`src/sisc_pkg.sv`:
```
// ----------------------------------------------------------------------------
// Sparse image chunk splitter package
// Shared types, codes and sizes for the splitter core.
// ----------------------------------------------------------------------------
package sisc_pkg;

    // entry list sizing
    localparam int unsigned MAX_ENTRIES = 65536;
    localparam int unsigned ENTRY_W     = (MAX_ENTRIES > 1) ? $clog2(MAX_ENTRIES) : 1;

    // chunk type codes
    localparam logic [1:0] SEG_RAW  = 2'd0;
    localparam logic [1:0] SEG_FILL = 2'd1;
    localparam logic [1:0] SEG_SKIP = 2'd2;

    // payload source codes
    localparam logic [1:0] SRC_ENTRIES  = 2'd0;
    localparam logic [1:0] SRC_ORIGINAL = 2'd1;
    localparam logic [1:0] SRC_NONE     = 2'd2;

    // header and fill payload sizes
    localparam logic [7:0] DEFAULT_HEADER_BYTES = 8'd12;
    localparam logic [2:0] FILL_PAYLOAD_BYTES   = 3'd4;
    localparam logic [20:0] DEFAULT_BLOCK_BYTES = 21'd4096;

    // configuration register indexes
    localparam int unsigned CFG_ADDR_W = 3;
    localparam int unsigned CFG_DATA_W = 48;
    localparam logic [CFG_ADDR_W-1:0] CFG_FIRST_BLOCK = 3'd0;
    localparam logic [CFG_ADDR_W-1:0] CFG_FINAL_BLOCK = 3'd1;
    localparam logic [CFG_ADDR_W-1:0] CFG_CHUNK_KIND  = 3'd2;
    localparam logic [CFG_ADDR_W-1:0] CFG_HEADER_LEN  = 3'd3;
    localparam logic [CFG_ADDR_W-1:0] CFG_BLOCK_BYTES = 3'd4;
    localparam logic [CFG_ADDR_W-1:0] CFG_DATA_OFFSET = 3'd5;

    // command queue sizing
    localparam int unsigned QUEUE_DEPTH = 4;
    localparam int unsigned QUEUE_PTR_W = 2;
    localparam logic [QUEUE_PTR_W:0] QUEUE_FULL_COUNT = (QUEUE_PTR_W+1)'(QUEUE_DEPTH);

    // configuration set
    typedef struct packed {
        logic [31:0] first_block;
        logic [31:0] final_block;
        logic [1:0]  kind;
        logic [7:0]  header_bytes;
        logic [20:0] bytes_per_block;
        logic [47:0] data_offset;
    } t_cfg;

    localparam t_cfg CFG_RESET = '{
        first_block:     32'd0,
        final_block:     32'd0,
        kind:            SEG_RAW,
        header_bytes:    DEFAULT_HEADER_BYTES,
        bytes_per_block: DEFAULT_BLOCK_BYTES,
        data_offset:     48'd0
    };

    // descriptor command from front to back
    typedef struct packed {
        logic [1:0]  seg_type;
        logic [1:0]  src;
        logic [31:0] count;
        logic [32:0] blocks_in;
        logic [15:0] first_idx;
        logic [31:0] seg_index;
        logic        last_result;
        logic        final_segment;
    } t_cmd;

    // finished descriptor
    typedef struct packed {
        logic [1:0]  seg_type;
        logic [1:0]  src;
        logic [31:0] count;
        logic [31:0] total_bytes;
        logic        size_overflow;
        logic [47:0] source_offset;
        logic [15:0] first_idx;
        logic [31:0] seg_index;
        logic        last_result;
        logic        final_segment;
    } t_desc;

endpackage

```
`src/sisc_back.sv`:
```
// ----------------------------------------------------------------------------
// Size and offset unit
// Two-stage pipeline: block products, then header sum, overflow and offset.
// ----------------------------------------------------------------------------
module sisc_back (
    input  logic            i_clk,
    input  logic            i_rst_n,
    input  sisc_pkg::t_cfg  i_cfg,
    input  logic            i_empty,
    output logic            o_pop,
    input  sisc_pkg::t_cmd  i_pop_data,
    output logic            o_valid,
    input  logic            i_ready,
    output sisc_pkg::t_desc o_desc
);
    import sisc_pkg::*;

    logic        r_s1_valid;
    t_cmd        r_s1_cmd;
    logic [52:0] r_prod_cnt;
    logic [53:0] r_prod_off;
    logic        r_out_valid;
    t_desc       r_out;

    logic        s2_load;
    logic        s1_adv;
    logic        s1_load;
    logic [53:0] payload;
    logic [53:0] total_full;
    logic [47:0] offset;
    t_desc       n_out;

    // stall control
    assign s2_load = !r_out_valid || i_ready;
    assign s1_adv  = r_s1_valid && s2_load;
    assign s1_load = !r_s1_valid || s1_adv;
    assign o_pop   = !i_empty && s1_load;

    // stage 1: block count and block position times block size
    always_ff @(posedge i_clk) begin
        if (o_pop) begin
            r_s1_cmd   <= i_pop_data;
            r_prod_cnt <= {21'd0, i_pop_data.count} * {32'd0, i_cfg.bytes_per_block};
            r_prod_off <= {21'd0, i_pop_data.blocks_in} * {33'd0, i_cfg.bytes_per_block};
        end
    end

    // stage 2: total size, overflow flag, source offset
    always_comb begin
        case (r_s1_cmd.seg_type)
            SEG_RAW:  payload = {1'b0, r_prod_cnt};
            SEG_FILL: payload = {51'd0, FILL_PAYLOAD_BYTES};
            default:  payload = '0;
        endcase
        total_full = {46'd0, i_cfg.header_bytes} + payload;
        offset     = (r_s1_cmd.src == SRC_ORIGINAL) ? i_cfg.data_offset + r_prod_off[47:0]
                                                    : 48'd0;

        n_out.seg_type      = r_s1_cmd.seg_type;
        n_out.src           = r_s1_cmd.src;
        n_out.count         = r_s1_cmd.count;
        n_out.total_bytes   = total_full[31:0];
        n_out.size_overflow = |total_full[53:32];
        n_out.source_offset = offset;
        n_out.first_idx     = r_s1_cmd.first_idx;
        n_out.seg_index     = r_s1_cmd.seg_index;
        n_out.last_result   = r_s1_cmd.last_result;
        n_out.final_segment = r_s1_cmd.final_segment;
    end

    always_ff @(posedge i_clk) begin
        if (s1_adv) begin
            r_out <= n_out;
        end
    end

    // stage valid flags
    always_ff @(posedge i_clk) begin
        if (!i_rst_n) begin
            r_s1_valid  <= 1'b0;
            r_out_valid <= 1'b0;
        end else begin
            r_s1_valid  <= o_pop || (r_s1_valid && !s1_adv);
            r_out_valid <= s1_adv || (r_out_valid && !i_ready);
        end
    end

    assign o_valid = r_out_valid;
    assign o_desc  = r_out;

endmodule

```
`config.mk`:
```
export PLATFORM = sky130hd
export DESIGN_NAME = sisc_back
export DESIGN_NICKNAME = d
export VERILOG_FILES = /design/src/sisc_pkg.sv /design/src/sisc_back.sv
export SDC_FILE = /design/constraint.sdc
export NUM_CORES = 2
export LEC_CHECK = 0
export ABC_AREA = 1
export BUFFER_PORTS_ARGS = -buffer_cell sky130_fd_sc_hd__buf_2
export CAP_MARGIN = 20
export CORE_MARGIN = 2
export CORE_UTILIZATION = 35
export DETAILED_ROUTE_END_ITERATION = 8
export GPL_TIMING_DRIVEN = 0
export SLEW_MARGIN = 10
export SYNTH_ARGS = -nofsm -noshare
export SYNTH_HDL_FRONTEND = slang
export SYNTH_SLANG_ARGS = --single-unit
```
`constraint.sdc`:
```
create_clock -name i_clk -period 11.5 [get_ports i_clk]
set_clock_uncertainty 0.05 [all_clocks]
set_input_delay 2.3 -clock i_clk [delete_from_list [all_inputs] [get_ports i_clk]]
set_output_delay 2.3 -clock i_clk [all_outputs]
set_load 0.1 [all_outputs]
```
# --- Word-level counts from Yosys, hierarchy flattened ---
# Cells that the tools add are included.
word_totals:
  reg_bits: 356
  latch_bits: 0
  ramBits: 0
  romBits: 0
  in_bits: 266
  out_inout_bits: 169
  memories: 0
classes:
  add_sub_neg: 2
  multipliers: 2
  n_div: 0
  order_cmp: 0
  n_eq_ne: 2
  shifts: 0
  muxes: 1
  bitwise: 0
  reduce_logical: 15
op_table:
  columns: ["op", "count"]
  rows:
  - ["case mux 53 bit (2 select lines)", 1]
  - ["adder 8 x 54 -> 54 bit", 1]
  - ["multiplier 32 x 21 -> 53 bit", 1]
  - ["adder 48 bit", 1]
  - ["multiplier 33 x 21 -> 48 bit", 1]
  - ["OR reduction 22 bit", 1]
  - ["logical NOT 1 bit", 5]
  - ["equality test 2 x 1 -> 1 bit, second input constant", 2]
  - ["logical AND 1 bit", 4]
  - ["logical OR 1 bit", 4]
  - ["logical NOT 2 bit", 1]

# --- Logic depth before layout (Yosys ltp) ---
depth:
  depth_word: 6
  ltp_mapped: 30
  mapped_depth_nobuf: 28

# --- Least setup slack after synthesis ---
# No wires, ideal clock.
synth_path:
  kind: "in2reg"
  from: "in i_ready"
  to: "reg r_out, in the netlist o_desc[0] (enable)"
  arrival_time_ns: 10.356
  required_time_ns: 10.702
  path_slack_ns: 0.346
  stages: 2
  path_cell_list: "inv_1 a21oi_1"
synth_between:
  elab_chain_len: 2
synth_rtl:
  columns: ["item", "line", "source"]
  rows:
  - ["start: declaration", "sisc_back.sv:13", "input logic i_ready,"]
  - ["logical OR 1 bit", "sisc_back.sv:34", "assign s2_load = !r_out_valid || i_ready;"]
  - ["logical AND 1 bit", "sisc_back.sv:35", "assign s1_adv = r_s1_valid && s2_load;"]
  - ["via s1_adv", "sisc_back.sv:26", "logic s1_adv;"]
  - ["end signal: assignment", "sisc_back.sv:73", "r_out <= n_out;"]
  - ["end: declaration", "sisc_back.sv:23", "t_desc r_out;"]
# The timed path passes the listed nets, and every way through them passes these cells.
# A chain may end at the register's enable or synchronous reset.

# --- Worst setup path in the final report ---
layout_path:
  from: "in i_cfg[62] in the netlist's numbering"
  to: "reg r_prod_cnt[43], data pin"
layout_between:
  elab_chain_len: 1
layout_rtl:
  columns: ["item", "line", "source"]
  rows:
  - ["start: declaration", "sisc_back.sv:8", "input sisc_pkg::t_cfg i_cfg,"]
  - ["multiplier 32 x 21 -> 53 bit", "sisc_back.sv:43", "r_prod_cnt <= {21'd0, i_pop_data.count} * {32'd0, i_cfg.bytes_per_block};"]
  - ["end signal: assignment", "sisc_back.sv:43", null]
  - ["end: declaration", "sisc_back.sv:20", "logic [52:0] r_prod_cnt;"]
# No other way between the ends.

==> results.yml <==
detailed_routing:
  drtAntennaViolNets: 0
  drt_wl_total_mm: 221.9
  drt_first_pass_iters: 9
  detailroute.via_count: 50890
  drt-initial-drc-count: 5157
  wl_per_cell_um: 21.39
  drt-vias-per-instance: 4.906
  drc: 0
placement:
  gpl_congestion: 0.9699
  dpl.hpwl_mm: 188.1
  port-buffer-count: 344
logic_synthesis:
  ys.flop_type: "edfxtp_1"
  synth-edff-count: 354
  postSynthCellCount: 7577
  ys_ff_latch: 356
  postSynthAreaPerCell_um2: 8.095
  synth.yosys.warnings: 0
  synth_cell_types: 40
  async_reset_ff_frac: 0
  synth_area_um2: 61340
  ys_seq_area_frac: 0.1740
  synth.net_count: 9332
cells_and_area:
  finish.net_count: 9758
  multi_input_area_um2: 41210
  areaGrowthSynthToFinish_pct: 10.93
  filler_cell_count: 18070
  ff_latch_area_um2: 10670
  drive_gt1_frac: 0.05934
  utilization: 0.3910
sta:
  finalHoldViolations: 0
  min_period_over_period: 0.8706
  worst_slew_pin_slew_ns: 1.249
  final_period_minus_worst_setup_slack_ns: 10.01
  slew_headroom: 0.1582
  max_freq_ghz: 0.09988
  grt_setup_unrepaired: "no"
  setup_viol: 0
  slew_violations: 0
worst_setup_path:
  critPathLaunchType: "input pin"
  top_cell_family_by_delay_on_the_critical_path: "adder cells"
  crit_top_cell: "fa_1"
  worst-path-max-fanout: 10
  critPathKind: "input pin to register"
  worst-endpoint-arrival_ns: 10.34
  critical_path.cell_chain: "clkbuf_1 -> clkbuf_1 -> nand2_1 -> fa_1 -> inv_1 -> fa_1 -> fa_1 -> fa_1 -> fa_1 -> fa_1 -> inv_1 -> fa_1 -> inv_1 -> ha_1 -> nand2_1 -> nor2_1 -> inv_1 -> nor4_1 -> nand2_1 -> a21boi_0 -> nor2_1 -> nand2_1 -> nand2_1"
  required_ns: 11.83
  worst_setup_path_end_kind: "register"
  slowest_stage: "clkbuf_1"
  critical-path-max-stage-delay_ns: 0.96
  cp_num_buf_inv: 6
global_route:
  grt_util_all_layers: 0.2495
  antenna_found_initial: 33
  grt_pass1_wl_mm: 330.7
  first_global_vias: 52100
  maximum_number_of_pins_on_one_net_before_global_route_repair: 103
  grt_remaining_overflow: 0
floorplanning:
  starting_density_of_the_core: 0.3525
  die_width_um: 422.6
  rows: 153
  floorplan.die.height_um: 422.6
  io_pins: 435
  fp.dieArea_um2: 178600
  core_area_um2: 174000
clock_network:
  cts.hold.buffers_added: 0
  cts_max_level: 2
  ctsLongestPathBuffers: 3
  postCtsSetupRepairBufs: 0
  clock_sink_total: 356
  worstSkewPairLatency_ns: 0.64
  root_buffer: "clkbuf_16"
  tritoncts.num_buffers: 45
  worst_setup_hold_path_clk_slew_ns: 0.06
  cts_tree: "built"
  post_cts_resize_count: 0
hold_path:
  worstHoldPathType: "register to register"
run_status:
  result_of_the_run: "complete, no violations"
run:
  timing.max_cap.violations: 0
[area by class of cell]
class                      count  area share
antenna                        9   0.0003310
buffer                       289     0.01633
clock buffer                  51     0.01688
clock inverter                32    0.004836
inverter                    2227      0.1230
multi-input combinational   4705      0.6057
sequential                   356      0.1568
tap                         2325     0.04275
timing repair buffer         379     0.03334
[worst register-to-register path, cell delays in order, from the launching register on]
cell,delay [ns]
edfxtp_1,0.46
nor2_4,0.31
buf_2,0.32
buf_1,0.49
clkbuf_1,0.47
nand2_1,0.18
fa_1,0.45
inv_1,0.13
nand3_1,0.09
nand3_1,0.28
a21oi_1,0.28
nor2_2,0.38
nand2_1,0.13
xor2_1,0.17
nor2_1,0.11
nand2_1,0.06
nor2_1,0.23
nand3_1,0.13
[state kept, by name, indices dropped and copies added (netlist names)]
register / cells
n_out: 86
r_s1_valid: 1
r_prod_off: 48
o_valid: 1
o_desc: 167
r_prod_cnt: 53
[cells by family (layout without fill, tap and decap cells)]
kind of cell	count (synthesis)	after routing	share of synthesized area
XOR/XNOR	133	133	0.01899
adder cells (fa/ha/maj)	1489	1489	0.4435
AO/OA/AOI/OAI	481	481	0.04337
buffers and inverters	2516	2978	0.1543
flip-flops	356	356	0.1740
other	0	9	0
AND/OR/NAND/NOR	2602	2602	0.1659
[synth_stat cells (23+ instances only)]
| cell | n | area (um^2) |
|---|---|---|
| a21oi_1 | 220 | 1101 |
| a31oi_1 | 28 | 175.2 |
| buf_1 | 47 | 176.4 |
| clkbuf_1 | 237 | 889.6 |
| edfxtp_1 | 354 | 10630 |
| fa_1 | 1142 | 22860 |
| ha_1 | 347 | 4342 |
| inv_1 | 2226 | 8356 |
| nand2_1 | 1975 | 7413 |
| nand3_1 | 157 | 785.8 |
| nor2_1 | 382 | 1434 |
| nor3_1 | 27 | 135.1 |
| o21a_1 | 23 | 172.7 |
| o21ai_0 | 146 | 730.7 |
| o21bai_1 | 26 | 195.2 |
| xnor2_1 | 45 | 394.1 |
| xor2_1 | 88 | 770.7 |
[cells in the final DEF (no fill, tap or decap), types with 7 or more instances in the layout]
| cell | n |
|---|---|
| edfxtp_1 | 354 |
| xnor2_1 | 45 |
| nand2_1 | 1975 |
| o21bai_1 | 26 |
| nand3_1 | 157 |
| clkbuf_16 | 45 |
| clkbuf_1 | 240 |
| and3_1 | 7 |
| fa_1 | 1142 |
| o21a_1 | 23 |
| nor3_1 | 27 |
| buf_8 | 18 |
| nand3b_1 | 7 |
| a31oi_1 | 28 |
| nand4_1 | 22 |
| buf_2 | 347 |
| buf_1 | 45 |
| nor2_2 | 8 |
| inv_1 | 2225 |
| nor4_1 | 8 |
| o21ai_0 | 146 |
| ha_1 | 347 |
| nor2_1 | 382 |
| xor2_1 | 88 |
| a21oi_1 | 219 |
| buf_6 | 10 |
| a21o_1 | 20 |
| diode_2 | 9 |
[layer usage]
| metal | wire, um | track usage |
|---|---|---|
| met5 | 105 | 0 |
| met4 | 8229 | 0.08702 |
| met3 | 24730 | 0.06663 |
| met2 | 95380 | 0.3720 |
| met1 | 93410 | 0.3481 |
[path summary, 6_finish.rpt]
kind	from	end	slack [ns]	cells after the start
hold / removal	n_out[145]	o_desc[145]	0.36	0
setup / recovery	i_cfg[62]	r_prod_cnt[43]	1.49	23
setup reg to reg	n_out[166]	o_desc[98]	6.51	17
hold reg to reg	n_out[145]	o_desc[145]	0.36	0
[per-stage QoR]
step           worst slack [ns]  TNS (ns)  cell area, um^2  cells  hold WS [ns]
4_1_cts                   1.807         0            67900  10360        0.3506
6_report                  1.488         0            68040  10370        0.3599
2_1_floorplan            0.3459         0            61340   7577        0.3503
3_3_place_gp             -4.712   -781.26            65970  10250        0.3501
3_5_place_dp              1.127         0            66420  10270        0.3545
5_1_grt                   1.242         0            68040  10370        0.3615
Power is left out: the tool's default activity adds up to more than one toggle a clock period on the data nets, which glitch-free logic cannot reach.
