[src/sisc_pkg.sv]
// ----------------------------------------------------------------------------
// Sparse image chunk splitter package
// Shared types, codes and sizes for the splitter core.
// ----------------------------------------------------------------------------
package sisc_pkg;

    // entry list sizing
    localparam int unsigned MAX_ENTRIES = 65536;
    localparam int unsigned ENTRY_W     = (MAX_ENTRIES > 1) ? $clog2(MAX_ENTRIES) : 1;

    // chunk type codes
    localparam logic [1:0] SEG_RAW  = 2'd0;
    localparam logic [1:0] SEG_FILL = 2'd1;
    localparam logic [1:0] SEG_SKIP = 2'd2;

    // payload source codes
    localparam logic [1:0] SRC_ENTRIES  = 2'd0;
    localparam logic [1:0] SRC_ORIGINAL = 2'd1;
    localparam logic [1:0] SRC_NONE     = 2'd2;

    // header and fill payload sizes
    localparam logic [7:0] DEFAULT_HEADER_BYTES = 8'd12;
    localparam logic [2:0] FILL_PAYLOAD_BYTES   = 3'd4;
    localparam logic [20:0] DEFAULT_BLOCK_BYTES = 21'd4096;

    // configuration register indexes
    localparam int unsigned CFG_ADDR_W = 3;
    localparam int unsigned CFG_DATA_W = 48;
    localparam logic [CFG_ADDR_W-1:0] CFG_FIRST_BLOCK = 3'd0;
    localparam logic [CFG_ADDR_W-1:0] CFG_FINAL_BLOCK = 3'd1;
    localparam logic [CFG_ADDR_W-1:0] CFG_CHUNK_KIND  = 3'd2;
    localparam logic [CFG_ADDR_W-1:0] CFG_HEADER_LEN  = 3'd3;
    localparam logic [CFG_ADDR_W-1:0] CFG_BLOCK_BYTES = 3'd4;
    localparam logic [CFG_ADDR_W-1:0] CFG_DATA_OFFSET = 3'd5;

    // command queue sizing
    localparam int unsigned QUEUE_DEPTH = 4;
    localparam int unsigned QUEUE_PTR_W = 2;
    localparam logic [QUEUE_PTR_W:0] QUEUE_FULL_COUNT = (QUEUE_PTR_W+1)'(QUEUE_DEPTH);

    // configuration set
    typedef struct packed {
        logic [31:0] first_block;
        logic [31:0] final_block;
        logic [1:0]  kind;
        logic [7:0]  header_bytes;
        logic [20:0] bytes_per_block;
        logic [47:0] data_offset;
    } t_cfg;

    localparam t_cfg CFG_RESET = '{
        first_block:     32'd0,
        final_block:     32'd0,
        kind:            SEG_RAW,
        header_bytes:    DEFAULT_HEADER_BYTES,
        bytes_per_block: DEFAULT_BLOCK_BYTES,
        data_offset:     48'd0
    };

    // descriptor command from front to back
    typedef struct packed {
        logic [1:0]  seg_type;
        logic [1:0]  src;
        logic [31:0] count;
        logic [32:0] blocks_in;
        logic [15:0] first_idx;
        logic [31:0] seg_index;
        logic        last_result;
        logic        final_segment;
    } t_cmd;

    // finished descriptor
    typedef struct packed {
        logic [1:0]  seg_type;
        logic [1:0]  src;
        logic [31:0] count;
        logic [31:0] total_bytes;
        logic        size_overflow;
        logic [47:0] source_offset;
        logic [15:0] first_idx;
        logic [31:0] seg_index;
        logic        last_result;
        logic        final_segment;
    } t_desc;

endpackage

[src/sisc_front.sv]
// ----------------------------------------------------------------------------
// Entry classifier
// Tracks the open run, turns each entry into up to four descriptor commands
// and feeds them into the queue one per cycle while the queue has room.
// ----------------------------------------------------------------------------
module sisc_front (
    input  logic            i_clk,
    input  logic            i_rst_n,
    input  sisc_pkg::t_cfg  i_cfg,
    input  logic            i_valid,
    output logic            o_ready,
    input  logic [31:0]     i_block_number,
    input  logic            i_has_data,
    input  logic            i_last_entry,
    output logic            o_push,
    output sisc_pkg::t_cmd  o_push_data,
    input  logic            i_full
);
    import sisc_pkg::*;

    // untouched run in the original chunk's kind
    function automatic t_cmd make_untouched(input logic [1:0] kind, input logic [31:0] count,
                                            input logic [32:0] blocks_in);
        t_cmd c;
        c       = '0;
        c.count = count;
        case (kind)
            SEG_RAW: begin
                c.seg_type  = SEG_RAW;
                c.src       = SRC_ORIGINAL;
                c.blocks_in = blocks_in;
            end
            SEG_FILL: begin
                c.seg_type = SEG_FILL;
                c.src      = SRC_NONE;
            end
            default: begin
                c.seg_type = SEG_SKIP;
                c.src      = SRC_NONE;
            end
        endcase
        return c;
    endfunction

    // entry index reported in 16 bits
    function automatic logic [15:0] idx16(input logic [ENTRY_W-1:0] e);
        logic [ENTRY_W+15:0] w;
        w = {16'd0, e};
        return w[15:0];
    endfunction

    // run of modified entries
    function automatic t_cmd make_run(input logic has_data, input logic [31:0] len,
                                      input logic [ENTRY_W-1:0] first_entry);
        t_cmd c;
        c       = '0;
        c.count = len;
        if (has_data) begin
            c.seg_type  = SEG_RAW;
            c.src       = SRC_ENTRIES;
            c.first_idx = idx16(first_entry);
        end else begin
            c.seg_type = SEG_SKIP;
            c.src      = SRC_NONE;
        end
        return c;
    endfunction

    // run state
    logic               r_started;
    logic               r_run_has_data;
    logic [31:0]        r_run_length;
    logic [ENTRY_W-1:0] r_run_first_entry;
    logic [31:0]        r_prev_block;
    logic [ENTRY_W-1:0] r_entry_cnt;
    logic [31:0]        r_seg_cnt;

    // pending commands of the current transaction
    t_cmd               r_slot [4];
    logic [3:0]         r_mask;

    logic               n_run_has_data;
    logic [31:0]        n_run_length;
    logic [ENTRY_W-1:0] n_run_first_entry;
    logic [ENTRY_W-1:0] n_entry_cnt;
    logic [31:0]        n_seg_cnt;
    logic [3:0]         n_mask;
    t_cmd               n_slot [4];
    logic [31:0]        seg_base [4];
    logic [3:0]         slot_hi;

    logic               accept;
    logic [32:0]        bn_ext;
    logic [32:0]        prev_inc;
    logic               run_grows;
    logic               closes;
    logic               gap;
    logic               lead;
    logic               trail;
    logic [1:0]         sel;
    logic [3:0]         mask_after;

    // classify the offered entry against the open run
    assign bn_ext    = {1'b0, i_block_number};
    assign prev_inc  = {1'b0, r_prev_block} + 33'd1;
    assign run_grows = r_started && (prev_inc == bn_ext) && (i_has_data == r_run_has_data);
    assign closes    = r_started && !run_grows;
    assign gap       = closes && (prev_inc < bn_ext);
    assign lead      = !r_started && (i_cfg.first_block < i_block_number);
    assign trail     = i_last_entry && (i_block_number < i_cfg.final_block);

    // run after this entry
    always_comb begin
        if (run_grows) begin
            n_run_has_data    = r_run_has_data;
            n_run_first_entry = r_run_first_entry;
            n_run_length      = (r_run_length == 32'hFFFF_FFFF) ? r_run_length
                                                                : r_run_length + 32'd1;
        end else begin
            n_run_has_data    = i_has_data;
            n_run_first_entry = r_entry_cnt;
            n_run_length      = 32'd1;
        end
    end

    // entry counter wraps at the list size
    assign n_entry_cnt = (r_entry_cnt == ENTRY_W'(MAX_ENTRIES - 1)) ? '0
                                                                    : r_entry_cnt + 1'b1;

    // descriptor slots: leading or closing run, gap, final run, trailing run
    always_comb begin
        n_mask = {trail, i_last_entry, gap, lead || closes};

        n_slot[0] = lead ? make_untouched(i_cfg.kind, i_block_number - i_cfg.first_block, '0)
                         : make_run(r_run_has_data, r_run_length, r_run_first_entry);
        n_slot[1] = make_untouched(i_cfg.kind, i_block_number - r_prev_block - 32'd1,
                                   {1'b0, r_prev_block - i_cfg.first_block} + 33'd1);
        n_slot[2] = make_run(n_run_has_data, n_run_length, n_run_first_entry);
        n_slot[3] = make_untouched(i_cfg.kind, i_cfg.final_block - i_block_number,
                                   {1'b0, i_block_number - i_cfg.first_block} + 33'd1);

        seg_base[0] = r_seg_cnt;
        seg_base[1] = seg_base[0] + {31'd0, n_mask[0]};
        seg_base[2] = seg_base[1] + {31'd0, n_mask[1]};
        seg_base[3] = seg_base[2] + {31'd0, n_mask[2]};

        slot_hi[3] = n_mask[3];
        slot_hi[2] = n_mask[2] && !n_mask[3];
        slot_hi[1] = n_mask[1] && !(|n_mask[3:2]);
        slot_hi[0] = n_mask[0] && !(|n_mask[3:1]);

        for (int k = 0; k < 4; k++) begin
            n_slot[k].seg_index     = seg_base[k];
            n_slot[k].last_result   = slot_hi[k];
            n_slot[k].final_segment = slot_hi[k] && i_last_entry;
        end

        n_seg_cnt = i_last_entry ? 32'd0 : seg_base[2];
    end

    // lowest pending slot goes out first
    always_comb begin
        sel = 2'd0;
        for (int k = 3; k >= 0; k--) begin
            if (r_mask[k]) begin
                sel = 2'(k);
            end
        end
        mask_after = r_mask & ~(4'b0001 << sel);
    end

    assign o_push      = (|r_mask) && !i_full;
    assign o_push_data = r_slot[sel];
    assign o_ready     = i_rst_n && (!(|r_mask) || (o_push && (mask_after == 4'd0)));
    assign accept      = i_valid && o_ready;

    // run state and pending mask
    always_ff @(posedge i_clk) begin
        if (!i_rst_n) begin
            r_started         <= 1'b0;
            r_run_has_data    <= 1'b0;
            r_run_length      <= '0;
            r_run_first_entry <= '0;
            r_prev_block      <= '0;
            r_entry_cnt       <= '0;
            r_seg_cnt         <= '0;
            r_mask            <= '0;
        end else begin
            if (accept) begin
                r_mask    <= n_mask;
                r_seg_cnt <= n_seg_cnt;
                if (i_last_entry) begin
                    r_started         <= 1'b0;
                    r_run_has_data    <= 1'b0;
                    r_run_length      <= '0;
                    r_run_first_entry <= '0;
                    r_prev_block      <= '0;
                    r_entry_cnt       <= '0;
                end else begin
                    r_started         <= 1'b1;
                    r_run_has_data    <= n_run_has_data;
                    r_run_length      <= n_run_length;
                    r_run_first_entry <= n_run_first_entry;
                    r_prev_block      <= i_block_number;
                    r_entry_cnt       <= n_entry_cnt;
                end
            end else if (o_push) begin
                r_mask <= mask_after;
            end
        end
    end

    // slot payload
    always_ff @(posedge i_clk) begin
        if (accept) begin
            r_slot <= n_slot;
        end
    end

endmodule

[config.mk]
export PLATFORM = sky130hd
export DESIGN_NAME = sisc_front
export DESIGN_NICKNAME = d
export VERILOG_FILES = /design/src/sisc_pkg.sv /design/src/sisc_front.sv
export SDC_FILE = /design/constraint.sdc
export NUM_CORES = 1
export LEC_CHECK = 0
export ABC_AREA = 0
export ABC_CLOCK_PERIOD_IN_PS = 25500
export BUFFER_PORTS_ARGS = -buffer_cell sky130_fd_sc_hd__buf_2
export CAP_MARGIN = 0
export CORE_UTILIZATION = 45
export DETAILED_ROUTE_END_ITERATION = 6
export PLACE_DENSITY = 0.7
export SYNTH_ARGS = -nofsm -noshare
export SYNTH_HDL_FRONTEND = slang
export SYNTH_SLANG_ARGS = --single-unit
[constraint.sdc]
create_clock -name i_clk -period 25.5 [get_ports i_clk]
set_clock_uncertainty 0.1 [all_clocks]
set_input_delay 1.275 -clock i_clk [delete_from_list [all_inputs] [get_ports i_clk]]
set_output_delay 1.275 -clock i_clk [all_outputs]
set_load 0.02 [all_outputs]
==> Word level (Yosys, flattened, before mapping) <==
Index checks and enable logic that the tools add are counted.
{ "totals": {"regBits": 541, "output_inout_bits": 121, "word_cells": 121} }
{ "classes": {"n_addsub": 13, "n_lt_le_gt_ge": 4, "eq_ne": 5, "shift": 1, "mux": 26, "n_bitwise": 4, "reduce_logical": 33} }
{ "ops": {"columns": ["cell", "count"], "rows": [
  ["119-bit 2-to-1 mux", 3],
  ["119-bit binary-select mux with 2-bit select", 1],
  ["32-bit 2-to-1 mux", 5],
  ["32-bit subtractor", 4],
  ["32-bit by 1-bit adder with 33-bit output (second input constant)", 3],
  ["32-bit by 1-bit adder with 32-bit output", 3],
  ["16-bit 2-to-1 mux", 5],
  ["32-bit less-than comparator", 2],
  ["33-bit by 32-bit equality test with 1-bit output", 1],
  ["33-bit by 32-bit less-than comparator with 1-bit output", 1],
  ["32-bit by 1-bit adder with 32-bit output (second input constant)", 1],
  ["32-bit equality test (second input constant)", 1],
  ["32-bit by 1-bit subtractor with 32-bit output (second input constant)", 1],
  ["1-bit logical AND", 17],
  ["16-bit by 1-bit adder with 16-bit output (second input constant)", 1],
  ["16-bit equality test (second input constant)", 1],
  ["4-bit 2-to-1 mux", 4],
  ["2-bit 2-to-1 mux", 4],
  ["4-bit one-hot mux with 2 select lines", 1],
  ["1-bit logical NOT", 7],
  ["4-bit AND", 1],
  ["4-bit logical NOT", 1],
  ["4-bit inverter", 1],
  ["2-bit OR reduction", 2],
  ["12 further kinds", 15]
]} }

==> Longest topological paths before layout <==
{ "logic_depth": {"word_depth": 13, "depth_mapped": 35, "mapped_depth_nobuf": 33} }

==> Worst setup path after synthesis <==
OpenSTA, ideal clock, no wires.
{ "synth_timing": {"kind": "input port to flip-flop", "startpoint": "input port i_full", "endpoint": "register r_run_length[13]", "setup_time_ns": 0.132, "arrival_ns": 13.775, "slack_ns": 11.493, "cell_stages": 10, "path_buffers": 1, "path_cell_list": "or3_1 > a21oi_1 > a21oi_1 > nor2_1 > nand2_1 > inv_1 > clkbuf_1 > o21ai_0 > nand2_1 > a21oi_1"} }
{ "synth_via": {"elab_chain_cells": 6} }
{ "synth_lines": {"columns": ["item", "line", "rtl"], "rows": [
  ["start, declared", "sisc_front.sv:17", "input logic i_full"],
  ["1-bit logical NOT", "sisc_front.sv:172", "assign o_push = (|r_mask) && !i_full;"],
  ["1-bit logical AND", "sisc_front.sv:172", null],
  ["1-bit logical AND", "sisc_front.sv:174", "assign o_ready = i_rst_n && (!(|r_mask) || (o_push && (mask_after == 4'd0)));"],
  ["1-bit logical OR", "sisc_front.sv:174", null],
  ["1-bit logical AND", "sisc_front.sv:174", null],
  ["named net o_ready", "sisc_front.sv:11", "output logic o_ready,"],
  ["1-bit logical AND", "sisc_front.sv:175", "assign accept = i_valid && o_ready;"],
  ["named net accept", "sisc_front.sv:92", "logic accept;"],
  ["end signal, assigned", "sisc_front.sv:202", "r_run_length <= n_run_length;"],
  ["end, declared", "sisc_front.sv:72", "logic [31:0] r_run_length;"]
]} }
The timed path passes the listed nets, and every way through them passes these cells.
A chain may end at the register's enable or synchronous reset.

==> impl_results.md <==
- CP max stage cell: or4b_1
- Die ar.: approximately 0.073 mm2
- CP max FO: 22
- Largest net degree at the start of global routing: between 150 and 200
- Detail Placement HPWL: about 67000 um
- Iteration-0 DRC Markers: about 2400
- CP startpoint kind: register
- DRT antenna net count: 0
- Status: complete, no violations
- Worst skew pair latency: about 0.65 ns
- Hold Crit Class: reg -> reg
- P_sw: between 600 and 700 uW
- Worst R2R Path Depth: 30
- Crit path kind: reg -> reg
- Fmax: a little over 100 MHz
- Seq pwr share: 0.421
- Post-CTS setup buffers: 0
- Sw Share: 0.299
- Clock power frac: 0.378
- Vias per inst: between 5 and 6
- IO Count: 302
- Final GP Congestion: approximately 0.93
- Asr flop ratio synth: 0
- Final Hold Fails: 0
- Pleak: between 10 and 15 nW
- Hold EP: r_run_length[30]$_SDFFE_PN0P_
- Top Usage Layer GRT: met2
- Cells after DPL: about 4700
- Setup violators final: 0
- First-pass GRT wire length: between 100000 and 150000 um
- Initial core utilization: 0.455
- Library cells used by synthesis: between 90 and 100
- Die Wd: roughly 270 um
- CTS tree: yes
- Core Util, Final: 0.508
- Post-layout min period: 9.81 ns
- CP most frequent cell: nor2_1
- Max_slew headroom: 0.204
- Area growth from synthesis to layout: 11.6%
- Core area: 0.0715 mm2
- Post-CTS sizing: 0
- Final nets: 4132
- Vias in the first global route: 25500
- DP Worst Slack: between 15 and 20 ns
- Setup WS post-layout: between 15 and 20 ns
- CTS max path bufs: 3
- Worst hold path cell count: 2
- RSZ-0062 raised after global routing: no
- R2R Path End: r_slot[31]$_DFFE_PP_
- Layout cells sized above 1: 0.107
- GRT overflow: 0
- H-tree levels: 2
- Top-area cell type share of the netlist area: 0.340
- Clock transition at the registers of the reported paths: about 0.06 ns
- CP peak stage delay: roughly 0.85 ns
- Final setup TNS: 0 ns
- Worst EP required: between 20 and 30 ns
- Yosys reg bits: between 500 and 600
- Sequential-to-total area share from yosys stat: 0.423
- Port-buffer cells: ~220
- Top post-synthesis cells by area: edfxtp_1 34%, dfxtp_1 8.2%, ha_1 6.5%
- Setup slack, reg-to-reg: about 16 ns
- Final Cycle Share: 0.385
- Most common cell after layout, fill and taps aside: nand2_1
- Non-Filler Instances: roughly 4800
- Arrival time worst endpoint: ~10 ns
- Post-synth EDFFs: between 300 and 400
- Met2 Resource Use GR: 0.397
- VDD IR max: about 0.000052 V
- Gr usage total: 0.246
- Max cap viols: 0
- Hold Crit Start: r_run_length[30]$_SDFFE_PN0P_
- Vias: around 28000
- Logic pwr share: 0.200
- CTS sink count: just over 500
- Crit end category: register
- DRC errors left: 0
- M1 GR Usage: 0.325
- Inserted Clock Buffers: 54
- Syn_area_per_cell: around 8.9 um2
- Synth Flop Type: edfxtp_1
- Int Power: between 1.5 and 2 mW
- PD cells: just over 60 mW/mm2
- Drt total wl: 93100 um
- Met3 usage: 0.0383
- RR Startpoint: r_prev_block[4]$_SDFFE_PN0P_
- Mapped cell area: ~0.033 mm2
- Root Driver: clkbuf_16
- Worst-margin pin slew: 1.18 ns
- Initial antenna violation count: 5
- Synth area leader: edfxtp_1
- Pins Over Slew Limit: 0
- # rows: approximately 100
- Routed WL per cell: approximately 20 um
- Total of fill cells in the finished design: 6675
- Synth Instances: 3646
- Hold slack: between 0.3 and 0.4 ns
- Synthesis warning total: 0
- Drt pass-1 iters: 6
- Number of hold buffers added after CTS: 0
- Chip height: between 200 and 300 um
- Commonest cells after routing, fill and taps aside: 494 x nand2_1, 371 x nor2_1, 369 x edfxtp_1, 240 x a21oi_1, 224 x buf_2
-- cells by family after synthesis --
| family | Yosys count | synth area share |
|---|---|---|
| and+or+nand+nor | 1538 | 0.229 |
| xor gates and xnor gates | 300 | 0.0810 |
| adders and majority gates | 174 | 0.0678 |
| DFF | 503 | 0.423 |
| AOI/OAI and AO/OA | 732 | 0.144 |
| other | 1 | 0.000115 |
| buffers and inverters | 360 | 0.0431 |
| muxes | 38 | 0.0128 |
-- cell usage after synthesis, types with 8 or more instances --
| library cell | count |
|---|---|
| edfxtp_1 | 369 |
| nand4_1 | 62 |
| a21o_1 | 66 |
| a211oi_1 | 13 |
| mux2_2 | 28 |
| or4_1 | 15 |
| and3_1 | 125 |
| or3_1 | 26 |
| a22o_1 | 36 |
| nor3_1 | 107 |
| clkbuf_1 | 157 |
| nand3_1 | 94 |
| dfxtp_1 | 134 |
| o21ai_0 | 113 |
| xor2_1 | 107 |
| or2_2 | 9 |
| nand2_1 | 495 |
| nand3b_1 | 12 |
| ha_1 | 170 |
| o21bai_1 | 14 |
| nor2b_1 | 30 |
| nor2_1 | 373 |
| a31oi_1 | 83 |
| and4_1 | 10 |
| a21oi_1 | 240 |
| o211ai_1 | 13 |
| inv_1 | 178 |
| nor3b_1 | 17 |
| xnor2_1 | 192 |
| mux2i_1 | 10 |
| a211o_1 | 8 |
| o21a_1 | 17 |
| and2_1 | 47 |
| buf_2 | 12 |
| nand2b_1 | 34 |
| nor4_1 | 46 |
| a22oi_1 | 42 |
-- sequential cells by signal, summed over array words and instances (netlist names) --
register,count
r_run_length,32
r_run_first_entry,16
r_prev_block,32
r_run_has_data,1
r_seg_cnt,32
r_started,1
r_slot,369
r_entry_cnt,16
r_mask,4
-- worst max path at each step --
stage,from,endpoint,slack [ns],cells past startpoint
after global placement,r_prev_block[4]$_SDFFE_PN0P_,r_slot[31]$_DFFE_PP_,15.94,30
after CTS,r_prev_block[4]$_SDFFE_PN0P_,r_slot[31]$_DFFE_PP_,15.82,30
after floorplan,i_full,r_run_length[13]$_SDFFE_PN0P_,11.49,10
after detailed placement,r_prev_block[4]$_SDFFE_PN0P_,r_slot[31]$_DFFE_PP_,15.89,30
after global routing,r_prev_block[4]$_SDFFE_PN0P_,r_slot[31]$_DFFE_PP_,15.13,31
final,r_prev_block[4]$_SDFFE_PN0P_,r_slot[31]$_DFFE_PP_,15.69,30
-- final cells by class --
| cell class | count | area [um2] | share of cell area |
|---|---|---|---|
| well taps | 950 | 1190 | 0.0327 |
| clock inverters | 30 | 429 | 0.0118 |
| multi-input cells | 2784 | 17400 | 0.480 |
| flip-flops and latches | 503 | 13800 | 0.379 |
| inverters | 181 | 689 | 0.0190 |
| clock buffers | 72 | 1460 | 0.0402 |
| diodes | 1 | 2.50 | 0.0000689 |
| repair buffers | 253 | 1350 | 0.0372 |
-- metal layers --
layer | wire length [um] | up-vias
li1 | - | 13400
met1 | 39600 | 13200
met2 | 43100 | 920
met3 | 6350 | 180
met4 | 4120 | 2
met5 | 13 | -
-- power by group through the flow --
stage	Clock, mW	Combinational (mW)	Sequential, mW
final	0.839	0.444	0.934
after global routing	0.881	0.483	0.937
after CTS	0.853	0.443	0.934
after detailed placement	0	0.440	0.951
after global placement	0	0.436	0.950
after floorplan	0	0.297	0.962
-- worst max-delay path, delay by kind of cell (launching register included) --
family / cells / cell delay, ns
flops: 1 / 0.43
buf+inv: 2 / 0.47
fa+ha+maj: 3 / 1.07
compound gates: 2 / 0.43
xor+xnor: 3 / 0.45
simple gates: 20 / 6.58
-- per-stage QoR --
stage | instance area [um2] | total power, mW
after floorplan | 32600 | 1.26
after CTS | 36300 | 2.23
after global placement | 34400 | 1.39
after global routing | 36300 | 2.30
after detailed placement | 34400 | 1.39
final | 36300 | 2.22
Power figures use the tool's default switching activity.
