[src/sisc_pkg.sv]
// ----------------------------------------------------------------------------
// Sparse image chunk splitter package
// Shared types, codes and sizes for the splitter core.
// ----------------------------------------------------------------------------
package sisc_pkg;

    // entry list sizing
    localparam int unsigned MAX_ENTRIES = 65536;
    localparam int unsigned ENTRY_W     = (MAX_ENTRIES > 1) ? $clog2(MAX_ENTRIES) : 1;

    // chunk type codes
    localparam logic [1:0] SEG_RAW  = 2'd0;
    localparam logic [1:0] SEG_FILL = 2'd1;
    localparam logic [1:0] SEG_SKIP = 2'd2;

    // payload source codes
    localparam logic [1:0] SRC_ENTRIES  = 2'd0;
    localparam logic [1:0] SRC_ORIGINAL = 2'd1;
    localparam logic [1:0] SRC_NONE     = 2'd2;

    // header and fill payload sizes
    localparam logic [7:0] DEFAULT_HEADER_BYTES = 8'd12;
    localparam logic [2:0] FILL_PAYLOAD_BYTES   = 3'd4;
    localparam logic [20:0] DEFAULT_BLOCK_BYTES = 21'd4096;

    // configuration register indexes
    localparam int unsigned CFG_ADDR_W = 3;
    localparam int unsigned CFG_DATA_W = 48;
    localparam logic [CFG_ADDR_W-1:0] CFG_FIRST_BLOCK = 3'd0;
    localparam logic [CFG_ADDR_W-1:0] CFG_FINAL_BLOCK = 3'd1;
    localparam logic [CFG_ADDR_W-1:0] CFG_CHUNK_KIND  = 3'd2;
    localparam logic [CFG_ADDR_W-1:0] CFG_HEADER_LEN  = 3'd3;
    localparam logic [CFG_ADDR_W-1:0] CFG_BLOCK_BYTES = 3'd4;
    localparam logic [CFG_ADDR_W-1:0] CFG_DATA_OFFSET = 3'd5;

    // command queue sizing
    localparam int unsigned QUEUE_DEPTH = 4;
    localparam int unsigned QUEUE_PTR_W = 2;
    localparam logic [QUEUE_PTR_W:0] QUEUE_FULL_COUNT = (QUEUE_PTR_W+1)'(QUEUE_DEPTH);

    // configuration set
    typedef struct packed {
        logic [31:0] first_block;
        logic [31:0] final_block;
        logic [1:0]  kind;
        logic [7:0]  header_bytes;
        logic [20:0] bytes_per_block;
        logic [47:0] data_offset;
    } t_cfg;

    localparam t_cfg CFG_RESET = '{
        first_block:     32'd0,
        final_block:     32'd0,
        kind:            SEG_RAW,
        header_bytes:    DEFAULT_HEADER_BYTES,
        bytes_per_block: DEFAULT_BLOCK_BYTES,
        data_offset:     48'd0
    };

    // descriptor command from front to back
    typedef struct packed {
        logic [1:0]  seg_type;
        logic [1:0]  src;
        logic [31:0] count;
        logic [32:0] blocks_in;
        logic [15:0] first_idx;
        logic [31:0] seg_index;
        logic        last_result;
        logic        final_segment;
    } t_cmd;

    // finished descriptor
    typedef struct packed {
        logic [1:0]  seg_type;
        logic [1:0]  src;
        logic [31:0] count;
        logic [31:0] total_bytes;
        logic        size_overflow;
        logic [47:0] source_offset;
        logic [15:0] first_idx;
        logic [31:0] seg_index;
        logic        last_result;
        logic        final_segment;
    } t_desc;

endpackage

[src/sisc_fifo.sv]
// ----------------------------------------------------------------------------
// Command queue
// Short register queue between the classifier and the size/offset unit.
// ----------------------------------------------------------------------------
module sisc_fifo (
    input  logic            i_clk,
    input  logic            i_rst_n,
    input  logic            i_push,
    input  sisc_pkg::t_cmd  i_push_data,
    output logic            o_full,
    input  logic            i_pop,
    output sisc_pkg::t_cmd  o_pop_data,
    output logic            o_empty
);
    import sisc_pkg::*;

    t_cmd                   r_mem [QUEUE_DEPTH];
    logic [QUEUE_PTR_W-1:0] r_wr_ptr;
    logic [QUEUE_PTR_W-1:0] r_rd_ptr;
    logic [QUEUE_PTR_W:0]   r_count;
    logic                   do_push;
    logic                   do_pop;

    // status and read side
    assign o_full     = (r_count == QUEUE_FULL_COUNT);
    assign o_empty    = (r_count == '0);
    assign o_pop_data = r_mem[r_rd_ptr];
    assign do_push    = i_push && !o_full;
    assign do_pop     = i_pop && !o_empty;

    // pointers and fill level
    always_ff @(posedge i_clk) begin
        if (!i_rst_n) begin
            r_wr_ptr <= '0;
            r_rd_ptr <= '0;
            r_count  <= '0;
        end else begin
            if (do_push) begin
                r_wr_ptr <= r_wr_ptr + 1'b1;
            end
            if (do_pop) begin
                r_rd_ptr <= r_rd_ptr + 1'b1;
            end
            if (do_push && !do_pop) begin
                r_count <= r_count + 1'b1;
            end else if (!do_push && do_pop) begin
                r_count <= r_count - 1'b1;
            end
        end
    end

    // storage
    always_ff @(posedge i_clk) begin
        if (do_push) begin
            r_mem[r_wr_ptr] <= i_push_data;
        end
    end

endmodule

[config.mk]
export PLATFORM = sky130hd
export DESIGN_NAME = sisc_fifo
export DESIGN_NICKNAME = d
export VERILOG_FILES = /design/src/sisc_pkg.sv /design/src/sisc_fifo.sv
export SDC_FILE = /design/constraint.sdc
export NUM_CORES = 1
export LEC_CHECK = 0
export ABC_AREA = 1
export ABC_CLOCK_PERIOD_IN_PS = 13600
export BUFFER_PORTS_ARGS = -buffer_cell sky130_fd_sc_hd__buf_4
export CORE_ASPECT_RATIO = 1.1
export CORE_MARGIN = 3
export CORE_UTILIZATION = 50
export DETAILED_ROUTE_END_ITERATION = 10
export PLACE_DENSITY_LB_ADDON = 0.1
export SETUP_SLACK_MARGIN = 0.5
export SYNTH_ARGS = -nofsm -noshare
export SYNTH_HDL_FRONTEND = slang
export SYNTH_SLANG_ARGS = --single-unit
[constraint.sdc]
create_clock -name i_clk -period 13.6 [get_ports i_clk]
set_input_delay 2.72 -clock i_clk [delete_from_list [all_inputs] [get_ports i_clk]]
set_output_delay 2.72 -clock i_clk [all_outputs]
set_load 0.05 [all_outputs]
### After elaboration in Yosys (flattened, before gate mapping)

Memories as Yosys holds them, arrays and structs flattened. A register that Yosys moved wholly into a read port is not among the register bits.
Cells that the tools add are included.

* word-level logic and storage cells: 25
* bits in registers: 7
* bits in writable memories: 476
* bits in latches: 0
* ROM bits: 0
* bits of input ports: 123
* memories kept: 1
* output and inout bits: 121

* equal/unequal tests: 1
* multiply operators: 0
* order comparisons: 0
* shift-type cells: 0
* div/mod/pow operators: 0
* mux-type cells: 6
* bitwise operators: 0
* reductions and logical operators: 10
* add/sub/neg operators: 4

Memory list
* r_mem: depth 4, bits a word 119, read ports 1, clocked after memory_dff 1, wr ports 1, line sisc_fifo.sv:17 `t_cmd r_mem [QUEUE_DEPTH];`

Operator list (number)
* 3-bit 2-to-1 mux: 2
* 2-bit by 1-bit adder with 2-bit output (second input constant): 2
* 1-bit logical AND: 4
* 1-bit zero test: 4
* 2-bit 2-to-1 mux: 2
* 3-bit by 1-bit adder with 3-bit output (second input constant): 1
* 3-bit equality test (second input constant): 1
* 3-bit zero test: 1
* 3-bit by 1-bit subtractor with 3-bit output (second input constant): 1
* 1-bit 2-to-1 mux: 2
* 2-bit nonzero test: 1

### Depth between registers and ports, before layout

Gate-level depths: netlist of the first run.

* depth after elaboration: 7
* gate-level depth with buffers: 13
* gate-level depth less buffers: 13

### Least setup slack after synthesis of the first run

OpenSTA, ideal clock, no wires.

* path type: in2reg
* from: input i_push
* to: memory r_mem[0][0] in the netlist's numbering, enable pin
* library setup time: 0.598 ns
* data required time: 13.002 ns
* cell stages on the path: 2
* slack: 5.224 ns
* arrival time: 7.778 ns
* cell sequence: nand2_1 -> nor2_1

* longest elaborated chain between the ends: 3

Ends and longest elaborated chain
* start: declaration: line sisc_fifo.sv:8 `input logic i_push,`
* 1-bit logical AND: line sisc_fifo.sv:28 `assign do_push = i_push && !o_full;`
* 1-bit 2-to-1 mux: line sisc_fifo.sv:54 `if (do_push) begin`
* 1-bit 2-to-1 mux (not written as such): line sisc_fifo.sv:55 `r_mem[r_wr_ptr] <= i_push_data;`
* end: declaration: line sisc_fifo.sv:17

Every way passes these cells.

==> results of run 1 <==
[kinds of logic after synthesis]
logic type | synth area share
xor+xnor | 0.000483
fa+ha+maj | 0.00455
simple gates | 0.0568
flops | 0.798
buf+inv | 0.0324
compound gates | 0.108
[worst max-delay path by stage]
stage | from | endpoint | slack (ns)
2_1_floorplan | i_push | r_mem[0][0] | 5.22
3_3_place_gp | flip-flop | o_pop_data[21] | 7.68
3_5_place_dp | flip-flop | o_pop_data[21] | 7.70
4_1_cts | flip-flop | o_pop_data[21] | 7.10
5_1_grt | flip-flop | o_pop_data[87] | 6.85
6_report | flip-flop | o_pop_data[21] | 7.20
[worst min-delay path: stages, from the launching register on]
cell and delay, ns:
dfxtp_1 0.32, nand2_1 0.08, a21oi_1 0.06
[final cells by class]
class / instances / area share
inverters: 18 / 0.00342
clock inverters: 20 / 0.00498
clock buffers: 63 / 0.0592
well taps: 481 / 0.0279
multi-input cells: 640 / 0.144
repair buffers: 258 / 0.0897
flip-flops and latches: 485 / 0.671
diodes: 1 / 0.000116
[metrics by stage]
stage | utilization | worst slack, ns | total power (W)
after CTS | 0.608 | 7.10 | 0.00467
after detailed placement | 0.569 | 7.70 | 0.00350
after global routing | 0.608 | 6.85 | 0.00483
after global placement | 0.569 | 7.68 | 0.00348
after floorplan | - | 5.22 | 0.00305
final | 0.608 | 7.20 | 0.00462
[synthesized netlist by cell type]
master and instances:
a21oi_1 3, buf_2 15, buf_4 5, buf_6 24
clkbuf_1 28, clkbuf_2 6, dfxtp_1 9, edfxtp_1 476
fa_1 1, ha_1 5, inv_1 17, inv_4 1
nand2_1 15, nand3_1 4, nand3b_1 1, nor2_1 252
o21ai_0 137, o21ai_1 102, o22ai_1 119, xor2_1 1
[registers in the layout, summed over array words and instances, names as in the netlist, named ones only]
name      cells
r_count       3
r_mem       476
r_rd_ptr      2
r_wr_ptr      2
[cells in the final DEF (no fill, tap or decap)]
master	count
edfxtp_1	476
buf_4	258
nor2_1	248
o21ai_0	137
o22ai_1	119
o21ai_1	102
clkbuf_16	49
inv_1	16
nand2_1	15
clkinv_1	14
clkbuf_1	14
dfxtp_1	7
clkinv_2	6
ha_1	5
nor2_4	4
nand3_1	4
a21oi_1	3
dfxtp_4	2
diode_2	1
inv_6	1
xor2_1	1
nand3b_1	1
fa_1	1
bufinv_16	1
[power groups by stage]
stage	Sequential, W	Clock, W	Combinational, W
after floorplan	0.00190	0	0.00114
after global placement	0.00191	0	0.00157
after detailed placement	0.00191	0	0.00158
after CTS	0.00188	0.00120	0.00158
after global routing	0.00190	0.00127	0.00166
final	0.00188	0.00117	0.00156
[routing by layer]
| metal | global-route usage | vias up |
|---|---|---|
| met4 | 0.0571 | 2 |
| met1 | 0.256 | 5230 |
| met3 | 0.0533 | 52 |
| li1 | - | 5051 |
| met5 | 0 | - |
| met2 | 0.320 | 283 |
==> results by group, run 1 <==
STA
  – Crit path time final: 6.40 ns
  – Setup clock skew after layout: 0.0110 ns
  – Slew margin rel.: 0.251
  – Worst-Margin Slew: 1.12 ns
  – Final hold slack: 0.504 ns
  – RSZ-0062 raised after global routing: no
  – Total negative setup slack: 0 ns
  – Fin crit share: 0.471
  – Finish-stage setup viols: 0
  – Final Max Slew Viols: 0
  – Fin. Hold Viols: 0
  – Fmax: 156 MHz

Yosys
  – Mapped Nets: 1,350
  – Mapped Cells: 1,221
  – Yosys top cell area share: 0.788
  – Yosys top cell by area: edfxtp_1
  – Synth unique cells: 20
  – Post-Syn Area per Cell: 14.9 µm²
  – Post-Syn Area: 0.0181 mm²
  – Yosys reg bits: 485
  – Yosys warns: 0
  – Post-synthesis sequential area ratio: 0.798
  – Top post-synthesis cells by area: edfxtp_1 (79%), nor2_1 (5.2%), o22ai_1 (4.1%)

Power and ir drop
  – Net Sw Frac: 0.373
  – Clock power frac: 0.254
  – P_int: 0.00289 W
  – Cell Pwr Density: 214 mW/mm²
  – Leak pwr: 7.51 nW
  – Seq pwr share: 0.407
  – VDD IR max: 169 µV
  – P_sw: 0.00172 W
  – Combinational Power Share: 0.338

Floorplan
  – Chip height: 206 µm
  – IO Pins: 244
  – CORE AREA: 0.0355 mm²
  – Die area: 0.0386 mm²
  – Die W: 188 µm
  – Initial cell density of the core: 0.511
  – Row count: 72

Setup path
  – Largest delay share family, worst path: buffers and inverters
  – Worst endpoint data arrival time: 3.68 ns
  – CP startpoint kind: flip-flop
  – Worst path required time: 10.88 ns
  – Highest cell delay on the worst timing path: 1.07 ns
  – Critical Path Stages: 5
  – R2R Path End: r_mem[0][58]
  – Reg2reg setup slack: 10.52 ns
  – CP Class: reg2out
  – Worst-path fanout max: 64
  – Reg2Reg Depth: 6
  – RR Startpoint: r_count[0]
  – Most prevalent standard cell on the critical path: buf_4
  – CP bufs+invs: 3
  – Crit-path cells: clkinv_2, buf_4, o21ai_1, o22ai_1, buf_4
  – Critical path capture point type: output port
  – CP max stage cell: clkinv_2

Drt
  – Detail Route Antenna Nets: 0
  – WL met3: 2.69 mm
  – WL final: 38.6 mm
  – WL met2: 18.7 mm
  – DR top layer: met5
  – First-pass DRT Iterations: 5
  – Routed vias/inst: 5.40
  – WL/cell: 19.7 µm
  – M1 wire length: 16.5 mm
  – # DRC: 0
  – DR vias: 10,600
  – Iteration-0 DRC Markers: 702

Layout
  – Reg area: 0.0145 mm²
  – Final nets: 1,579
  – Area growth syn-to-layout: 19.0%
  – # fillers: 2,831
  – Fin cells: 1,966
  – Multi-input gate area: 0.00311 mm²
  – Layout cell share with drive strength beyond 1: 0.216
  – Layout Cell Area excl Fill: 0.0216 mm²

Placement
  – Post-Place Cells: 1,882
  – Area post-placement: 0.0202 mm²
  – Dpl hpwl: 20.8 mm
  – I/O Buffers: 243
  – Routability Congestion: 0.726

Clock network
  – Worst skew pair latency: 0.54 ns
  – Sink Count: 485
  – Post-CTS setup buffers: 0
  – H-tree depth: 2
  – Clk slew on worst S/H paths: 0.06 ns
  – CTS tree: built
  – # hold bufs at CTS: 0
  – TritonCTS Buffers: 47
  – Clock root buffer master: clkbuf_16
  – CTS resizes: 0
  – Worst-case clock buffer depth: 3

Global route
  – Global-route wire length before repair: 58.3 mm
  – Vias in the first global route: 10,300
  – Largest net degree at the start of global routing: 89
  – Grt ovf: 0
  – Total GRT Usage: 0.194
  – Initial antenna violation count: 2

Status
  – Outcome: finished clean

Min path
  – Worst min path class: reg2reg
  – Worst Hold Depth: 2
  – Min-Delay Startpoint: r_rd_ptr[0]

Run
  – MaxCap Viol Count: 0
(Power assumes the default switching activity.)
==> run 2, diff against run 1 <==
--- a/config.mk
+++ b/config.mk
@@ -5,8 +5,8 @@
 export SDC_FILE = /design/constraint.sdc
 export NUM_CORES = 1
 export LEC_CHECK = 0
-export ABC_AREA = 1
-export ABC_CLOCK_PERIOD_IN_PS = 13600
+export ABC_AREA = 0
+export ABC_CLOCK_PERIOD_IN_PS = 6300
 export BUFFER_PORTS_ARGS = -buffer_cell sky130_fd_sc_hd__buf_4
 export CORE_ASPECT_RATIO = 1.1
 export CORE_MARGIN = 3
==> constraint.sdc (replaced) <==
create_clock -name i_clk -period 6.3 [get_ports i_clk]
set_input_delay 1.26 -clock i_clk [delete_from_list [all_inputs] [get_ports i_clk]]
set_output_delay 1.26 -clock i_clk [all_outputs]
set_load 0.05 [all_outputs]
==> run 2 against run 1 <==
Against the previous run: largest cell class unchanged; design area decreased by 0.68%; sequential power up 120%; clock-buffer cell count decreased by 3; synthesized area down 2.1%.
==> results by group, run 2 <==
Status
  – Outcome: finished clean (unchanged)

Global route
  – Vias in the first global route: 8,561 (was 10,300)
  – Initial antenna violation count: 6 (was 2)
  – Met1 GRT Util: 0.248 (was 0.256)
  – Total GRT Usage: 0.185 (was 0.194)
  – Busiest layer in global routing: met2 (unchanged)
  – Grt ovf: 0 (unchanged)
  – Largest net degree at the start of global routing: 73 (was 89)
  – Grt met2 use: 0.295 (was 0.320)
  – Grt met3 use: 0.0574 (was 0.0533)
  – Global-route wire length before repair: 52.1 mm (was 58.3 mm)

Power and ir drop
  – Seq pwr share: 0.407 (about the same)
  – P_sw: 0.00338 W (was 0.00172 W)
  – Combinational Power Share: 0.324 (was 0.338)
  – Cell Pwr Density: 469 mW/mm² (was 214 mW/mm²)
  – VDD IR max: 356 µV (was 169 µV)
  – Leak pwr: 7.16 nW (was 7.51 nW)
  – Net Sw Frac: 0.336 (was 0.373)
  – Clock power frac: 0.269 (was 0.254)
  – P_int: 0.00668 W (was 0.00289 W)
  – Overall Power: 0.0101 W (was 0.00462 W)

Placement
  – Dpl hpwl: 21.6 mm (was 20.8 mm)
  – Routability Congestion: 0.759 (was 0.726)
  – I/O Buffers: 243 (unchanged)
  – Post-Place Cells: 1,334 (was 1,882)

Clock network
  – Sink Count: 485 (unchanged)
  – Worst-case clock buffer depth: 3 (unchanged)
  – TritonCTS Buffers: 47 (unchanged)
  – CTS tree: built (unchanged)
  – Post-CTS setup buffers: 0 (unchanged)
  – H-tree depth: 2 (unchanged)
  – Clock root buffer master: clkbuf_16 (unchanged)
  – Worst skew pair latency: 0.55 ns (was 0.54 ns)
  – CTS resizes: 0 (unchanged)
  – # hold bufs at CTS: 0 (unchanged)
  – Clk slew on worst S/H paths: 0.06 ns (about the same)

STA
  – Crit path time final: 4.12 ns
  – Setup clock skew after layout: 0.00855 ns (was 0.0110 ns)
  – Fin crit share: 0.654
  – Total negative setup slack: 0 ns (unchanged)
  – Fin. Hold Viols: 0 (unchanged)
  – Fmax: 243 MHz
  – Finish-stage setup viols: 0 (unchanged)
  – Worst-Margin Slew: 1.18 ns (was 1.12 ns)
  – RSZ-0062 raised after global routing: no (unchanged)
  – Slew margin rel.: 0.216 (was 0.251)
  – Final Max Slew Viols: 0 (unchanged)

Min path
  – Worst min path class: reg2reg (unchanged)
  – Worst Hold Depth: 2 (unchanged)

Floorplan
  – Initial cell density of the core: 0.512 (was 0.511)
  – Die W: 186 µm (was 188 µm)
  – IO Pins: 244 (unchanged)
  – Row count: 71 (was 72)
  – Die area: 0.0378 mm² (was 0.0386 mm²)
  – Chip height: 204 µm (was 206 µm)
  – CORE AREA: 0.0346 mm² (was 0.0355 mm²)

Drt
  – First-pass DRT Iterations: 4 (was 5)
  – WL final: 34.6 mm (was 38.6 mm)
  – Iteration-0 DRC Markers: 576 (was 702)
  – Routed vias/inst: 5.58 (was 5.40)
  – Detail Route Antenna Nets: 0 (unchanged)
  – # DRC: 0 (unchanged)
  – WL/cell: 24.4 µm (was 19.7 µm)
  – DR vias: 7,903 (was 10,600)

Yosys
  – Yosys top cell by area: edfxtp_1 (unchanged)
  – Ys flop type: edfxtp_1 (unchanged)
  – Mapped Cells: 669 (was 1,221)
  – Post-Syn Area per Cell: 26.5 µm² (was 14.9 µm²)
  – Yosys top cell area share: 0.805 (was 0.788)
  – Yosys warns: 0 (unchanged)
  – Post-synthesis sequential area ratio: 0.815 (was 0.798)
  – Post-synth EDFFs: 476 (unchanged)
  – Most frequent cell after synthesis: edfxtp_1 (unchanged)
  – Commonest cells post-synth: edfxtp_1 (476), mux4_2 (119), buf_2 (13) (was edfxtp_1 (476), nor2_1 (252), o21ai_0 (137))
  – Yosys reg bits: 485 (unchanged)
  – Top post-synthesis cells by area: edfxtp_1 (81%), mux4_2 (15%), buf_12 (1.1%) (was edfxtp_1 (79%), nor2_1 (5.2%), o22ai_1 (4.1%))
  – Synth unique cells: 23 (was 20)
  – Post-Syn Area: 0.0178 mm² (was 0.0181 mm²)
  – Ys async rst share: 0 (unchanged)
  – Mapped Nets: 798 (was 1,350)

Setup path
  – Crit path capture: o_pop_data[10] (was o_pop_data[21])
  – R2R Path End: r_mem[3][115] (was r_mem[0][58])
  – RR Startpoint: r_count[1] (was r_count[0])
  – Worst-path fanout max: 63 (was 64)
  – Reg2reg setup slack: 3.26 ns (was 10.52 ns)
  – Reg2Reg Depth: 4 (was 6)
  – Worst path required time: 5.04 ns (was 10.88 ns)
  – Critical path capture point type: output port (unchanged)
  – Worst endpoint data arrival time: 2.86 ns (was 3.68 ns)
  – CP Class: reg2out (unchanged)
  – CP startpoint kind: flip-flop (unchanged)

Run
  – MaxCap Viol Count: 0 (unchanged)

Layout
  – Most common cell after layout, fill and taps aside: edfxtp_1 (unchanged)
  – Final nets: 1,074 (was 1,579)
  – Max reg flops: 476 (unchanged)
  – Area growth syn-to-layout: 20.8% (was 19.0%)
  – Biggest regs: r_mem (476), r_count (3) (unchanged)
  – Reg with most FFs: r_mem (unchanged)
  – Most frequent cells in the layout: edfxtp_1 (476), buf_4 (254), mux4_2 (119) (was edfxtp_1 (476), buf_4 (258), nor2_1 (248))
  – Fin cells: 1,417 (was 1,966)
  – Layout cell share with drive strength beyond 1: 0.454 (was 0.216)
==> run 2: layout make-up <==
class / instances / area, µm²
repair buffers: 255 / 1930
clock buffers: 60 / 1270
multi-input cells: 153 / 2970
inverters: 3 / 11.3
fillers: 2397 / 13200
clock inverters: 22 / 233
flip-flops and latches: 485 / 14500
well taps: 438 / 548
diodes: 1 / 2.50
==> run 2: worst min path at each step <==
stage / startpoint / endpoint / slack (ns)
floorplan: r_wr_ptr[1] / r_wr_ptr[1] / 0.47
global placement: r_wr_ptr[1] / r_wr_ptr[1] / 0.48
detailed placement: r_wr_ptr[1] / r_wr_ptr[1] / 0.49
CTS: r_wr_ptr[1] / r_wr_ptr[1] / 0.50
global route: r_wr_ptr[1] / r_wr_ptr[1] / 0.53
finish: r_wr_ptr[1] / r_wr_ptr[1] / 0.50
==> run 2: power groups by stage <==
stage	Sequential (W)	Clock (W)	Combinational, W
floorplan	0.00407	0	0.00254
global placement	0.00415	0	0.00328
detailed placement	0.00418	0	0.00330
CTS	0.00411	0.00278	0.00331
global route	0.00414	0.00290	0.00341
finish	0.00410	0.00271	0.00326
==> run 2: per-stage QoR <==
stage,setup slack [ns],util,hold slack (ns),area [µm²]
after floorplan,1.52,-,0.468,17800
after global placement,2.58,0.576,0.477,19900
after detailed placement,2.40,0.576,0.491,19900
after CTS,2.09,0.619,0.499,21400
after global routing,1.98,0.619,0.528,21400
final,2.18,0.619,0.498,21400
==> run 2: metal layers <==
| metal | vias to the layer above | routed length (µm) | share of wire |
|---|---|---|---|
| met5 | - | 66 | 0.0019 |
| met4 | 10 | 841 | 0.024 |
| met3 | 62 | 2640 | 0.076 |
| met2 | 232 | 17100 | 0.50 |
| met1 | 4164 | 13900 | 0.40 |
| li1 | 3435 | - | - |
==> run 2: cells by family (layout without fill, tap and decap cells) <==
group / count (synthesis) / after routing / synth area share
buf+inv: 31 / 340 / 0.0179
xor+xnor: 4 / 4 / 0.00197
mux: 122 / 122 / 0.153
fa+ha+maj: 6 / 6 / 0.00465
simple gates: 17 / 17 / 0.00571
flops: 485 / 485 / 0.815
other cells: 0 / 1 / 0
compound gates: 4 / 4 / 0.00190
==> run 2: worst max-delay path, cell delays in order (launching register included) <==
cell     delay [ns]
dfxtp_4        1.00
buf_4          0.62
mux4_2         0.44
buf_4          0.22
